## src/rtl/core/gbp_pkg.sv

```systemverilog
// ----------------------------------------------------------------------------
// gbp_pkg
// Shared constants and the built-in primality table of the Goldbach pair
// enumerator.
// ----------------------------------------------------------------------------
package gbp_pkg;

    localparam int MAX_VALUE   = 511;
    localparam int MAX_RESULTS = 64;

    localparam int NUM_W  = 9;
    localparam int SP_W   = 8;
    localparam int ADDR_W = $clog2(MAX_VALUE + 1);
    localparam int CNT_W  = $clog2(MAX_RESULTS + 1);

    // sieve over the whole table, evaluated at elaboration only
    function automatic logic [MAX_VALUE:0] build_prime_mask();
        logic [MAX_VALUE:0] mask;
        int i;
        int m;
        mask = '0;
        for (i = 2; i <= MAX_VALUE; i++)
        begin
            mask[i] = 1'b1;
        end
        for (i = 2; i * i <= MAX_VALUE; i++)
        begin
            if (mask[i])
            begin
                for (m = i * i; m <= MAX_VALUE; m += i)
                begin
                    mask[m] = 1'b0;
                end
            end
        end
        return mask;
    endfunction

    localparam logic [MAX_VALUE:0] PRIME_MASK = build_prime_mask();

endpackage

```

## src/rtl/core/gbp_prime_rom.sv

```systemverilog
// ----------------------------------------------------------------------------
// gbp_prime_rom
// Dual-port primality table with registered read data.
// ----------------------------------------------------------------------------
module gbp_prime_rom
(
    input  logic                       clk,
    input  logic [gbp_pkg::ADDR_W-1:0] addr_a,
    input  logic [gbp_pkg::ADDR_W-1:0] addr_b,
    output logic                       flag_a,
    output logic                       flag_b
);

    always_ff @(posedge clk)
    begin
        flag_a <= gbp_pkg::PRIME_MASK[addr_a];
        flag_b <= gbp_pkg::PRIME_MASK[addr_b];
    end

endmodule

```

## src/rtl/core/goldbach_pair_enumerator.sv

```systemverilog
// ----------------------------------------------------------------------------
// goldbach_pair_enumerator
// Lists the prime pairs p + q = number with p <= number/2, in rising order, up to MAX_RESULTS (64) pairs.
// ----------------------------------------------------------------------------
// usage:
//   a request is taken when start is high and busy is low; number is
//   sampled at that edge. busy stays high until the final result is out.
//   results appear on small_prime, large_prime, none_found and last for
//   exactly one cycle each, marked by valid; the receiver cannot stall.
//   the final result of a request carries last. a number with no pair
//   gives one result with none_found set and both prime fields zero.
// timing:
//   candidates p = 2 .. number/2 are walked one per cycle through the
//   dual-port prime table, whose read data is registered. the final
//   result comes out on the edge that drops busy, so a new request can
//   follow the next cycle. each pair is held back one find so that
//   last can be set on the final one.
// reset:
//   rst_n clears the control state; the table is constant and needs no
//   load, so the block takes a request right after reset.
// ----------------------------------------------------------------------------
module goldbach_pair_enumerator
(
    input  logic                      clk,
    input  logic                      rst_n,
    input  logic                      start,
    input  logic [gbp_pkg::NUM_W-1:0] number,
    output logic                      busy,
    output logic                      valid,
    output logic [gbp_pkg::SP_W-1:0]  small_prime,
    output logic [gbp_pkg::NUM_W-1:0] large_prime,
    output logic                      none_found,
    output logic                      last
);

    typedef enum logic [0:0] {ST_IDLE, ST_SCAN} state_t;

    state_t                      state_reg, state_next;
    logic [gbp_pkg::NUM_W-1:0]   n_reg, n_next;
    logic [gbp_pkg::SP_W-1:0]    limit_reg, limit_next;
    logic [gbp_pkg::NUM_W-1:0]   p_reg, p_next;
    logic                        chk_v_reg, chk_v_next;
    logic [gbp_pkg::SP_W-1:0]    chk_p_reg, chk_p_next;
    logic                        pend_v_reg, pend_v_next;
    logic [gbp_pkg::SP_W-1:0]    pend_p_reg, pend_p_next;
    logic [gbp_pkg::CNT_W-1:0]   count_reg, count_next;

    logic                        valid_reg, valid_next;
    logic [gbp_pkg::SP_W-1:0]    sp_reg, sp_next;
    logic [gbp_pkg::NUM_W-1:0]   lp_reg, lp_next;
    logic                        none_reg, none_next;
    logic                        last_reg, last_next;

    logic                        issue;
    logic                        found;
    logic                        finish;
    logic                        flag_a;
    logic                        flag_b;
    logic [gbp_pkg::NUM_W-1:0]   addr_b;
    logic [gbp_pkg::NUM_W-1:0]   pend_large;

    gbp_prime_rom u_rom
    (
        .clk    (clk),
        .addr_a (p_reg),
        .addr_b (addr_b),
        .flag_a (flag_a),
        .flag_b (flag_b)
    );

    assign addr_b     = n_reg - p_reg;
    assign pend_large = n_reg - {1'b0, pend_p_reg};

    assign issue  = (state_reg == ST_SCAN) && (p_reg <= {1'b0, limit_reg})
                    && (count_reg < gbp_pkg::CNT_W'(gbp_pkg::MAX_RESULTS));
    // once the pair budget is used up, a candidate still in flight is dropped
    assign found  = chk_v_reg && flag_a && flag_b
                    && (count_reg < gbp_pkg::CNT_W'(gbp_pkg::MAX_RESULTS));
    assign finish = (state_reg == ST_SCAN) && !issue && !chk_v_reg;

    always_comb
    begin
        state_next  = state_reg;
        n_next      = n_reg;
        limit_next  = limit_reg;
        p_next      = p_reg;
        chk_v_next  = issue;
        chk_p_next  = p_reg[gbp_pkg::SP_W-1:0];
        pend_v_next = pend_v_reg;
        pend_p_next = pend_p_reg;
        count_next  = count_reg;
        valid_next  = 1'b0;
        sp_next     = sp_reg;
        lp_next     = lp_reg;
        none_next   = none_reg;
        last_next   = last_reg;

        case (state_reg)
            ST_IDLE:
            begin
                if (start)
                begin
                    state_next  = ST_SCAN;
                    n_next      = number;
                    // out-of-range numbers scan nothing and report none
                    if (number > gbp_pkg::NUM_W'(gbp_pkg::MAX_VALUE))
                    begin
                        limit_next = '0;
                    end
                    else
                    begin
                        limit_next = number[gbp_pkg::NUM_W-1:1];
                    end
                    p_next      = gbp_pkg::NUM_W'(2);
                    pend_v_next = 1'b0;
                    count_next  = '0;
                end
            end
            ST_SCAN:
            begin
                if (issue)
                begin
                    p_next = p_reg + 1'b1;
                end
                if (found)
                begin
                    // release the held pair, hold the new one
                    if (pend_v_reg)
                    begin
                        valid_next = 1'b1;
                        sp_next    = pend_p_reg;
                        lp_next    = pend_large;
                        none_next  = 1'b0;
                        last_next  = 1'b0;
                    end
                    pend_v_next = 1'b1;
                    pend_p_next = chk_p_reg;
                    count_next  = count_reg + 1'b1;
                end
                if (finish)
                begin
                    valid_next = 1'b1;
                    last_next  = 1'b1;
                    if (pend_v_reg)
                    begin
                        sp_next   = pend_p_reg;
                        lp_next   = pend_large;
                        none_next = 1'b0;
                    end
                    else
                    begin
                        sp_next   = '0;
                        lp_next   = '0;
                        none_next = 1'b1;
                    end
                    state_next = ST_IDLE;
                end
            end
            default:
            begin
                state_next = ST_IDLE;
            end
        endcase
    end

    always_ff @(posedge clk or negedge rst_n)
    begin
        if (!rst_n)
        begin
            state_reg  <= ST_IDLE;
            n_reg      <= '0;
            limit_reg  <= '0;
            p_reg      <= '0;
            chk_v_reg  <= 1'b0;
            chk_p_reg  <= '0;
            pend_v_reg <= 1'b0;
            pend_p_reg <= '0;
            count_reg  <= '0;
            valid_reg  <= 1'b0;
            sp_reg     <= '0;
            lp_reg     <= '0;
            none_reg   <= 1'b0;
            last_reg   <= 1'b0;
        end
        else
        begin
            state_reg  <= state_next;
            n_reg      <= n_next;
            limit_reg  <= limit_next;
            p_reg      <= p_next;
            chk_v_reg  <= chk_v_next;
            chk_p_reg  <= chk_p_next;
            pend_v_reg <= pend_v_next;
            pend_p_reg <= pend_p_next;
            count_reg  <= count_next;
            valid_reg  <= valid_next;
            sp_reg     <= sp_next;
            lp_reg     <= lp_next;
            none_reg   <= none_next;
            last_reg   <= last_next;
        end
    end

    assign busy        = (state_reg != ST_IDLE);
    assign valid       = valid_reg;
    assign small_prime = sp_reg;
    assign large_prime = lp_reg;
    assign none_found  = none_reg;
    assign last        = last_reg;

endmodule

```

## config.mk

```make
export PLATFORM = sky130hd
export DESIGN_NAME = goldbach_pair_enumerator
export DESIGN_NICKNAME = d
export VERILOG_FILES = /design/src/rtl/core/gbp_pkg.sv /design/src/rtl/core/gbp_prime_rom.sv /design/src/rtl/core/goldbach_pair_enumerator.sv
export SDC_FILE = /design/constraint.sdc
export NUM_CORES = 1
export LEC_CHECK = 0
export BUFFER_PORTS_ARGS = -buffer_cell sky130_fd_sc_hd__buf_2
export CORE_ASPECT_RATIO = 0.7
export CORE_UTILIZATION = 40
export DETAILED_ROUTE_END_ITERATION = 10
export GPL_TIMING_DRIVEN = 0
export PLACE_DENSITY = 0.69
export SLEW_MARGIN = 25
export SYNTH_ARGS = -nofsm -noshare
export SYNTH_HDL_FRONTEND = slang
export SYNTH_SLANG_ARGS = --single-unit
```

## constraint.sdc

```tcl
create_clock -name clk -period 6 [get_ports clk]
set_input_delay 0 -clock clk [delete_from_list [all_inputs] [get_ports clk]]
set_output_delay 0 -clock clk [all_outputs]
set_load 0.01 [all_outputs]
```

* Word-level counts from Yosys, hierarchy flattened
Memory sizes are Yosys's and may differ from the RTL's. A register that Yosys moved wholly into a read port is not among the register bits.
Cells that the tools add are included.
** Word-level totals
- Register bits after elaboration :: 72
- Bits in read-only memories :: 1024
- Output and inout bits :: 21
- Memories :: 2
** Operators by class
- Add/subtract/negate cells :: 4
- Magnitude comparators :: 3
- Equality and inequality tests :: 3
- Multiplexer cells :: 30
- Bitwise gates (word level) :: 1
- Reductions and logical operators :: 16
** Memories
- (name not given) :: depth 512, width 1, rd ports 1, clocked after Yosys merged registers in 1, wr ports 0, RTL line gbp_prime_rom.sv:17 : flag_b <= gbp_pkg::PRIME_MASK[addr_b];
- (name not given) :: depth 512, width 1, rd ports 1, clocked after Yosys merged registers in 1, wr ports 0, RTL line gbp_prime_rom.sv:16 : flag_a <= gbp_pkg::PRIME_MASK[addr_a];
** Operator list (count)
- 9-bit two-way mux :: 6
- 8-bit two-way mux :: 5
- 9-bit case mux with 2 select lines :: 1
- 7-bit two-way mux :: 2
- 7-bit case mux with 2 select lines :: 1
- 1-bit two-way mux :: 13
- 9-bit by 1-bit adder with 9-bit output (second input constant) :: 1
- 9-bit greater-than comparator (second input constant) :: 1
- 9-bit by 8-bit <= comparator with 1-bit output :: 1
- 9-bit by 8-bit subtractor with 9-bit output :: 1
- 9-bit subtractor :: 1
- 2-bit AND reduction :: 4
- 7-bit by 1-bit adder with 7-bit output (second input constant) :: 1
- 1-bit logical AND :: 7
- 7-bit < comparator (second input constant) :: 1
- 2-bit by 1-bit inequality test with 1-bit output (second input constant) :: 2
- 1-bit case mux with 2 select lines :: 2
- 2-bit nonzero test :: 2
- 3-bit AND reduction :: 1
- 1-bit logical NOT :: 2
- 2-bit inequality test (second input constant) :: 1
- 1-bit NOT :: 1

* Depth between registers and ports, before layout
Gate-level depths: netlist of run 1.
- Depth after elaboration :: 8
- Gate-level depth with buffers :: 15
- Gate-level depth less buffers :: 13

* Modules after synthesis
From an unflattened synthesis of run 1, not the netlist that was laid out.
** Unflattened totals
- Cells, all modules :: 567
- Area, all modules :: 4922.2 µm²
** Modules (own cells, without submodules)
- goldbach_pair_enumerator :: instances 1, cells an instance 369, area each 3709.8 µm², seq. area each 1801.7 µm²
- gbp_prime_rom :: instances 1, cells an instance 198, area each 1212.4 µm², seq. area each 40.0 µm²

* Least setup slack after synthesis of run 1
Ideal clock, no wire load.
- Path kind :: register to register
- From :: reg p_reg[4] (netlist bit)
- To :: reg u_rom.flag_b
- Setup time :: 0.092 ns
- Data arrival time :: 3.160 ns
- Setup slack :: 2.748 ns
- Cell stages (with the launch flop) :: 14
- Period minus slack after synthesis :: 3.252 ns
- Path through :: dfrtp_1 -> clkbuf_1 -> inv_1 -> clkbuf_1 -> ha_1 -> nor2b_1 -> or4_4 -> and2_1 -> buf_6 -> or4_1 -> o41ai_1 -> o31a_1 -> o32ai_1 -> o32ai_1
** On the way
- Cells in the longest elaborated chain, start to end :: 1
** Ends and longest elaborated chain
- from (decl) :: RTL line goldbach_pair_enumerator.sv:41 : logic [gbp_pkg::NUM_W-1:0] p_reg, p_next;
- from (signal assigned) :: RTL line goldbach_pair_enumerator.sv:190 : p_reg <= p_next;
- 9-bit subtractor :: RTL line goldbach_pair_enumerator.sv:71 : assign addr_b = n_reg - p_reg;
- to (decl) :: RTL line gbp_prime_rom.sv:11 : output logic flag_b
No other way between the ends.
A chain may end at the register's enable or synchronous reset.

* Worst setup path in the final report of run 1
Same ends and word-level chain as after synthesis.

==> results of run 1 <==
==> routing by layer <==
metal	track usage	up-vias
met5	0	-
met4	0.06492	0
met3	0.06130	21
met2	0.3165	190
met1	0.3143	1998
li1	-	2024
==> worst reg2reg max path, delay by kind of cell, from the launching register on <==
family                   cells  cell delay (ps)
AO/OA/AOI/OAI                4              690
adder cells (fa/ha/maj)      1              400
buffers and inverters        4              940
flip-flops                   1              440
AND/OR/NAND/NOR              4             1340
==> stage by stage <==
| stage | worst slack [ps] | instance area (um^2) |
|---|---|---|
| after floorplan | 2748 | 4679 |
| after global placement | 2153 | 5031 |
| after detailed placement | 2106 | 5061 |
| after CTS | 2077 | 5480 |
| after global routing | 1771 | 5480 |
| final | 2071 | 5480 |
==> cell type report <==
cell class,count,area share
buffer,31,0.03379
clock buffer,9,0.04110
clock inverter,7,0.01530
inverter,34,0.02329
multi-input combinational,397,0.4607
sequential,74,0.3361
tap,153,0.03493
timing repair buffer,44,0.05479
==> placed cells by master, fill, tap and decap left out, types with 3 or more instances in the layout <==
cell type / n
nand2b_1: 6
mux2i_1: 4
ha_1: 29
o221ai_1: 3
a21o_1: 6
a22o_1: 17
buf_2: 32
nor2b_1: 3
clkbuf_16: 9
clkbuf_1: 21
o21bai_1: 3
nand2_1: 78
o21a_1: 5
a211oi_1: 7
a21oi_1: 29
a31oi_1: 8
nand4_1: 6
a221oi_1: 4
clkbuf_8: 6
xor2_1: 9
o311ai_0: 5
nor2_1: 43
clkinv_1: 3
dfrtp_1: 72
nand3_1: 22
inv_1: 31
o31ai_1: 5
xnor2_1: 17
dlygate4sd3_1: 11
o32ai_1: 3
nor3_1: 6
o21ai_0: 44
==> cell families (layout without fill, tap and decap cells) <==
kind of cell / Yosys count / in the layout / share of synthesized area
AOI/OAI and AO/OA: 160 / 160 / 0.2300
and+or+nand+nor: 175 / 175 / 0.1639
muxes: 5 / 5 / 0.01096
xor gates and xnor gates: 26 / 26 / 0.04866
DFF: 74 / 74 / 0.3936
adders and majority gates: 31 / 31 / 0.08610
buffers and inverters: 65 / 125 / 0.06684
==> worst max-delay path by stage <==
stage,end,slack (ps)
after floorplan,u_rom.flag_b,2750
after global placement,u_rom.flag_b,2150
after detailed placement,u_rom.flag_b,2110
after CTS,u_rom.flag_b,2080
after global routing,u_rom.flag_b,1770
final,u_rom.flag_b,2070
==> impl_metrics.ini, run 1 <==
[outcome]
outcome = complete, no violations

[worst_setup_path]
r2r-start = p_reg[4]
cp_cell_sequence = clkbuf_1 -> inv_1 -> clkbuf_1 -> ha_1 -> nor2b_1 -> or4_4 -> and2_1 -> buf_6 -> or4_1 -> o41ai_1 -> o31a_1 -> o32ai_1 -> o32ai_1
cp.required_ps = 6220
reg2reg_slack_ps = 2070
path_buf_inv = 4
cp_slowest_stage_delay_ps = 500
path_depth = 13
r2r_end = u_rom.flag_b
worstSetupStartpoint = p_reg[4]
path_class = flip-flop to flip-flop
crit_path_end_kind = flip-flop
start_kind = flip-flop
path_max_fanout = 10
path_delay_family = simple AND/OR/NAND/NOR gates
r2r_cells = 13
arrival_ps = 4150
critPathSlowestCell = or4_1

[timing]
period_minus_slack_ps = 3929
max_freq_ghz = 0.2545
hold_slack_ps = 78.02
rsz0062_at_grt = false
final_hold_viol_count = 0
fin_crit_sh = 0.6548
worst_pin_slew_ps = 931.6
max_slew_margin = 0.3776
setup-tns-final_ps = 0
setup_violations = 0
drv_slew = 0
clock_skew_ps = 4.229

[grt]
grt_overflow = 0
grt_max_degree = 54
grt_pass1_wl_mm = 20.96
grt_pass1_vias = 4031
grtUsageTotal = 0.2186
antenna_found_initial = 0

[placed_design]
port_buffers = 32
place_congestion = 0.9641
hpwl_mm = 9.247
dp_cells = 722

[cts]
cts_setup_buffers = 0
clock-sinks = 74
clk_pin_slew_ps = 60
ctsHoldBuffers = 11
worstSkewPairLatency_ps = 340
cts_buffer_depth = 2
cts_buffers = 9
cts-root-buf = clkbuf_16
cts-resized-gates = 0
htree_levels = 3
cts_tree = yes

[synth]
synth.top_cell.area_share = 0.3850
synth_ff_type = dfrtp_1
synth-seq-cells = 74
synth_top_area_cell = dfrtp_1
synthCells = 536
synth.avg_cell_area_um2 = 8.730
netlist_top_cells_count = nand2_1, dfrtp_1, o21ai_0
synth.distinct_cells = 60
synth_area_leaders = dfrtp_1, ha_1, nand2_1
syn_area_um2 = 4679
yosys.cell_count.top_type = nand2_1
synth_edf_count = 0
synthArstFlopShare = 0.9730
synth-warning-count = 0
synth_nets = 579
synth.yosys.seq_area_share = 0.3936

[cells_and_area]
drive_gt1_frac = 0.1091
seq_area_um2 = 1842
nFillCells = 1080
instances_no_fill = 749
fin_util = 0.4888
area_delta_synth_final_pct = 17.11
multi_input_area_um2 = 2525
diodes = 0
nets = 634

[die]
num_io_pins = 33
core-area_um2 = 11210
die_y_um = 92.50
die_x_um = 131.3
rows = 32
start_util = 0.4174
fp.dieArea_um2 = 12140

[job]
maxCapViolations = 0

[route]
via_per_inst = 5.652
top_layer_used = met4
dr_wl_met2_mm = 5.061
drtIter0Drc = 486
post-route-drc-count = 0
met1_length_mm = 6.091
num_vias = 4233
ant_nets = 0
dr.pass1.iters = 6
wire_per_inst_um = 16.56
wl_met3_mm = 1.088
wirelength_mm = 12.40

[hold_path]
hp-class = input port to async pin
Power of run 1 is left out: the tool's default activity adds up to more than one toggle a clock period on the data nets, which glitch-free logic cannot reach.
==> run 2, diff against run 1 <==
- PLACE_DENSITY: 0.69 -> 0.71
- clock period: 6 -> 3.2 ns (I/O delays scaled with it)
==> run 2 against run 1 <==
- routed wire length increased by 2.9%
- final cell count increased by 1.9%
- fmax increased by 25%
- non-clock buffer count increased by 14
- first-iteration DRC count decreased by 34%
- highest routed layer unchanged
==> impl_metrics.ini, run 2 (synthesis gave the netlist of run 1 again) <==
[worst_setup_path]
path_class = flip-flop to flip-flop
path_max_fanout = 9
r2r_cells = 12
cp_cell_sequence = clkinvlp_4 -> ha_4 -> a21oi_4 -> nor2b_4 -> or4_4 -> and2_4 -> buf_6 -> or4_4 -> o41ai_2 -> o31a_1 -> o32ai_2 -> o32ai_2
cp_slowest_stage_delay_ps = 550
start_kind = flip-flop
crit_path_end_kind = flip-flop
critPathSlowestCell = or4_4
r2r-start = p_reg[2]
arrival_ps = 3360
reg2reg_slack_ps = 70
cp.required_ps = 3430
r2r_end = u_rom.flag_b

[timing]
max_slew_margin = 0.6049
hold_slack_ps = 87.68
max_freq_ghz = 0.3193
fin_crit_sh = 0.9786
final_hold_viol_count = 0
worst_pin_slew_ps = 592.6
setup_violations = 0
drv_slew = 0
rsz0062_at_grt = true
clock_skew_ps = 3.352
period_minus_slack_ps = 3131
post-route-worst-setup-slack_ps = 68.59

[cts]
cts_buffer_depth = 2
cts-root-buf = clkbuf_16
clock-sinks = 74
worstSkewPairLatency_ps = 330
clk_pin_slew_ps = 60
cts_tree = yes
htree_levels = 3
cts_buffers = 9

[cells_and_area]
nFillCells = 1041
nets = 648
final_cell_mix = nand2_1, dfrtp_1, o21ai_0
final_common_cell = nand2_1
area_delta_synth_final_pct = 24.04
drive_gt1_frac = 0.1869
diodes = 0

[route]
wirelength_mm = 12.76
post-route-drc-count = 0
dr.pass1.iters = 5
ant_nets = 0
wl_met3_mm = 1.044
met1_length_mm = 6.289
via_per_inst = 5.636
wire_per_inst_um = 16.72
drtIter0Drc = 319
dr_wl_met2_mm = 5.301
num_vias = 4300
top_layer_used = met4

[grt]
grt_max_degree = 53
grt_pass1_wl_mm = 21.16
antenna_found_initial = 0
grt_overflow = 0
grt_pass1_vias = 4070
grtUsageTotal = 0.2204

[placed_design]
place_ws_ps = -564.9
port_buffers = 32
place_congestion = 0.9117
hpwl_mm = 9.257

[die]
core-area_um2 = 11210
die_y_um = 92.50
start_util = 0.4174
die_x_um = 131.3
num_io_pins = 33
rows = 32
fp.dieArea_um2 = 12140

[job]
maxCapViolations = 0

[hold_path]
hp-class = input port to async pin

[outcome]
outcome = complete, no violations
==> run 2: final cells by class <==
class	instances	area, um^2	area share
Clock inverter	6	112.6	0.01940
Buffer	29	193.9	0.03341
Clock buffer	10	229.0	0.03945
Sequential cell	74	1849	0.3186
Timing Repair Buffer	60	420.4	0.07243
Inverter	34	141.4	0.02436
Multi-Input combinational cell	397	2666	0.4594
Tap cell	153	191.4	0.03298
==> run 2: metal layers <==
layer  global-route usage  vias to the layer above
li1                     -                     2053
met1               0.3292                     2033
met2               0.3196                      198
met3              0.05638                       16
met4              0.03973                        0
met5                    0                        -
==> run 2: worst max-delay path, delay by kind of cell (launching register included) <==
| family | cells | cell delay (ps) |
|---|---|---|
| compound gates | 5 | 770 |
| fa+ha+maj | 1 | 190 |
| buf+inv | 2 | 290 |
| flops | 1 | 470 |
| simple gates | 4 | 1300 |
==> run 2: worst max path at each step <==
stage          slack [ps]  startpoint      endpoint
2_1_floorplan          20    p_reg[4]  u_rom.flag_b
3_3_place_gp         -530    p_reg[0]  u_rom.flag_b
3_5_place_dp         -560    p_reg[0]  u_rom.flag_b
4_1_cts                 1    p_reg[0]  u_rom.flag_b
5_1_grt               -40    p_reg[2]  u_rom.flag_b
6_report               70    p_reg[2]  u_rom.flag_b
==> run 2: repair_timing <==
action | 4_1_cts | 5_1_grt
hold buffers | 11 | 0
pin swaps | 3 | 6
resized for setup | 25 | 24
buffers inserted | 8 | 8
endpoints found under the hold margin | 90 | 0
endpoints found under the setup margin | 21 | 13
==> run 2: per-stage QoR <==
stage,util,TNS [ps],instance area [um^2],instances
detailed placement,0.4516,-3643,5062,722
floorplan,-,0,4681,536
global placement,0.4489,-2860,5032,721
finish,0.5177,0,5804,763
CTS,0.5050,0,5662,757
global route,0.5177,-36.08,5804,763
Power of run 2 is left out for the same reason.
==> run 3, diff against run 2 <==
- ABC_AREA: default -> 1
==> run 3 against run 2 <==
- via count is 11% higher
- global-route usage is 0.32 points higher
- worst hold slack better by 58 ps
- sequential cell count stayed put
- routed wire length is 5.4% higher
- critical path type unchanged
- critical endpoint unchanged
==> impl_metrics.ini, run 3 <==
[outcome]
outcome = complete, no violations

[pwr]
p_seq_frac = 0.457
ir_worst_vdd_v = 0.0004028
clkPwrFrac = 0.524
leakagePower_nw = 3.136
swShare = 0.1941
p_per_area_nw_per_um2 = 353.6
internal_power_mw = 1.648
comb_power_share = 0.018
p_total_mw = 2.046
p_sw_mw = 0.3971

[synth]
synth_ff_type = dfrtp_1
synthAdderAreaFrac = 0.08078
synth.avg_cell_area_um2 = 7.367
yosys.cell_count.top_type = nand2_1
synth-compound-area-share = 0.1101
synth.distinct_cells = 48
synth.yosys.seq_area_share = 0.3693
syn_area_um2 = 4987
synthMuxAreaShare = 0
synthArstFlopShare = 0.9730
synth-warning-count = 0
netlist_top_cells_count = nand2_1, nand3_1, dfrtp_1
synth-seq-cells = 74
yosys.area_share.simple = 0.3319
synth-xor-area-share = 0.01756
synth.top_cell.area_share = 0.3613
synth_top_family_by_area = simple AND/OR/NAND/NOR gates
synth_nets = 720
synth_top_area_cell = dfrtp_1
synth_edf_count = 0
synth_area_leaders = dfrtp_1, nand2_1, nand3_1
synthCells = 677

[die]
core-area_um2 = 11930
fp.dieArea_um2 = 12930
rows = 33
start_util = 0.4180
die_x_um = 135.5
die_y_um = 95.42
num_io_pins = 33

[cts]
htree_levels = 3
cts-root-buf = clkbuf_16
ctsHoldBuffers = 10
cts_buffer_depth = 2
cts_tree = yes
clk_pin_slew_ps = 50
worstSkewPairLatency_ps = 340
cts_setup_buffers = 0
cts-resized-gates = 0
cts_buffers = 9
clock-sinks = 74

[cells_and_area]
nFillCells = 1162
final_cell_mix = nand2_1, nand3_1, dfrtp_1
final_common_cell = nand2_1
drive_gt1_frac = 0.1333
area_delta_synth_final_pct = 15.98
diodes = 0
nets = 774
post-route-cell-area_um2 = 5784
fin_util = 0.4847

[worst_setup_path]
cp_cell_sequence = inv_1 -> buf_1 -> ha_1 -> a21oi_1 -> nand3_1 -> nand2_1 -> nand2_2 -> inv_2 -> nand3_1 -> nand3_1 -> nand3_1 -> nand3_1 -> nand2_1
arrival_ps = 3000
path_max_fanout = 10
crit_path_end_kind = flip-flop
cp_slowest_stage_delay_ps = 460
critPathSlowestCell = dfrtp_1
path_depth = 13
start_kind = flip-flop
path_delay_family = buffers and inverters
crit_path_frequent_cell = nand3_1
path_class = flip-flop to flip-flop
cp.required_ps = 3420
r2r_cells = 13
path_buf_inv = 3

[route]
via_per_inst = 5.367
wire_per_inst_um = 15.08
dr.pass1.iters = 5
ant_nets = 0
post-route-drc-count = 0
drtIter0Drc = 577
num_vias = 4787
wirelength_mm = 13.45

[timing]
hold_slack_ps = 145.9
clock_skew_ps = 5.404
fin_crit_sh = 0.8695
worst_pin_slew_ps = 587.4
final_hold_viol_count = 0
setup-tns-final_ps = 0
max_slew_margin = 0.6084
max_freq_ghz = 0.3594
period_minus_slack_ps = 2782
setup_violations = 0
drv_slew = 0
rsz0062_at_grt = false

[grt]
grt_max_degree = 41
grt_pass1_vias = 4323
grt_pass1_wl_mm = 22.10
grtUsageTotal = 0.2236
grt_overflow = 0
antenna_found_initial = 0

[job]
maxCapViolations = 0

[placed_design]
port_buffers = 32
place_congestion = 0.9807
placed_area_um2 = 5366
hpwl_mm = 10.21

[hold_path]
hp-class = input port to async pin
[run 3: cell count changes after synthesis, moves of 9 or more]
cell	previous run	this run
nand2_1	78	206
nand4_1	6	15
nor2_1	43	32
nand3_1	22	85
xnor2_1	17	3
clkbuf_1	21	5
a22o_1	17	1
inv_1	31	69
nand2_2	0	9
[run 3: power by group through the flow]
stage | logic, mW | registers (mW) | clock network [mW]
2_1_floorplan | 0.00000177 | 0.953 | 0
3_3_place_gp | 0.0261 | 0.953 | 0
3_5_place_dp | 0.0295 | 0.952 | 0
4_1_cts | 0.0389 | 0.936 | 1.09
5_1_grt | 0.0422 | 0.935 | 1.13
6_report | 0.0372 | 0.936 | 1.07
[run 3: worst paths after layout]
path / startpoint / to / slack, ps
worst max-delay path: p_reg[4] / u_rom.flag_b / 420
worst min-delay path: rst_n / p_reg[4] / 150
worst max register to register: p_reg[4] / u_rom.flag_b / 420
worst min register to register: p_reg[5] / chk_p_reg[5] / 420
max in group asynchronous: rst_n / large_prime[0] / 2490
min in group clk: start / p_reg[5] / 230
[run 3: layout make-up]
class,instances,area (um^2),share of cell area
buffer,24,158.9,0.02747
timing repair buffer,43,282.8,0.04889
sequential,74,1842,0.3184
tap,157,196.4,0.03396
clock inverter,5,78.83,0.01363
clock buffer,10,239.0,0.04132
inverter,77,291.5,0.05040
multi-input combinational,502,2695,0.4659
[run 3: kinds of logic (layout without fill, tap and decap cells)]
logic type / after synthesis / count (layout)
simple gates: 367 / 367
xor+xnor: 10 / 10
compound gates: 94 / 94
flops: 74 / 74
fa+ha+maj: 31 / 31
buf+inv: 101 / 159
[run 3: through the flow]
step / setup slack, ps / std cells
floorplan: 1049 / 677
global placement: 487.9 / 866
detailed placement: 508.8 / 867
CTS: 479.9 / 892
global route: 223.4 / 892
finish: 417.5 / 892
[run 3: per-layer routing]
layer	wire length, um	vias up	global-route usage
li1	-	2343	-
met1	6891	2208	0.3463
met2	5188	214	0.3073
met3	1221	22	0.04997
met4	146	0	0.05150
met5	0	-	0
No activity file was read; power rests on OpenSTA's default activity.
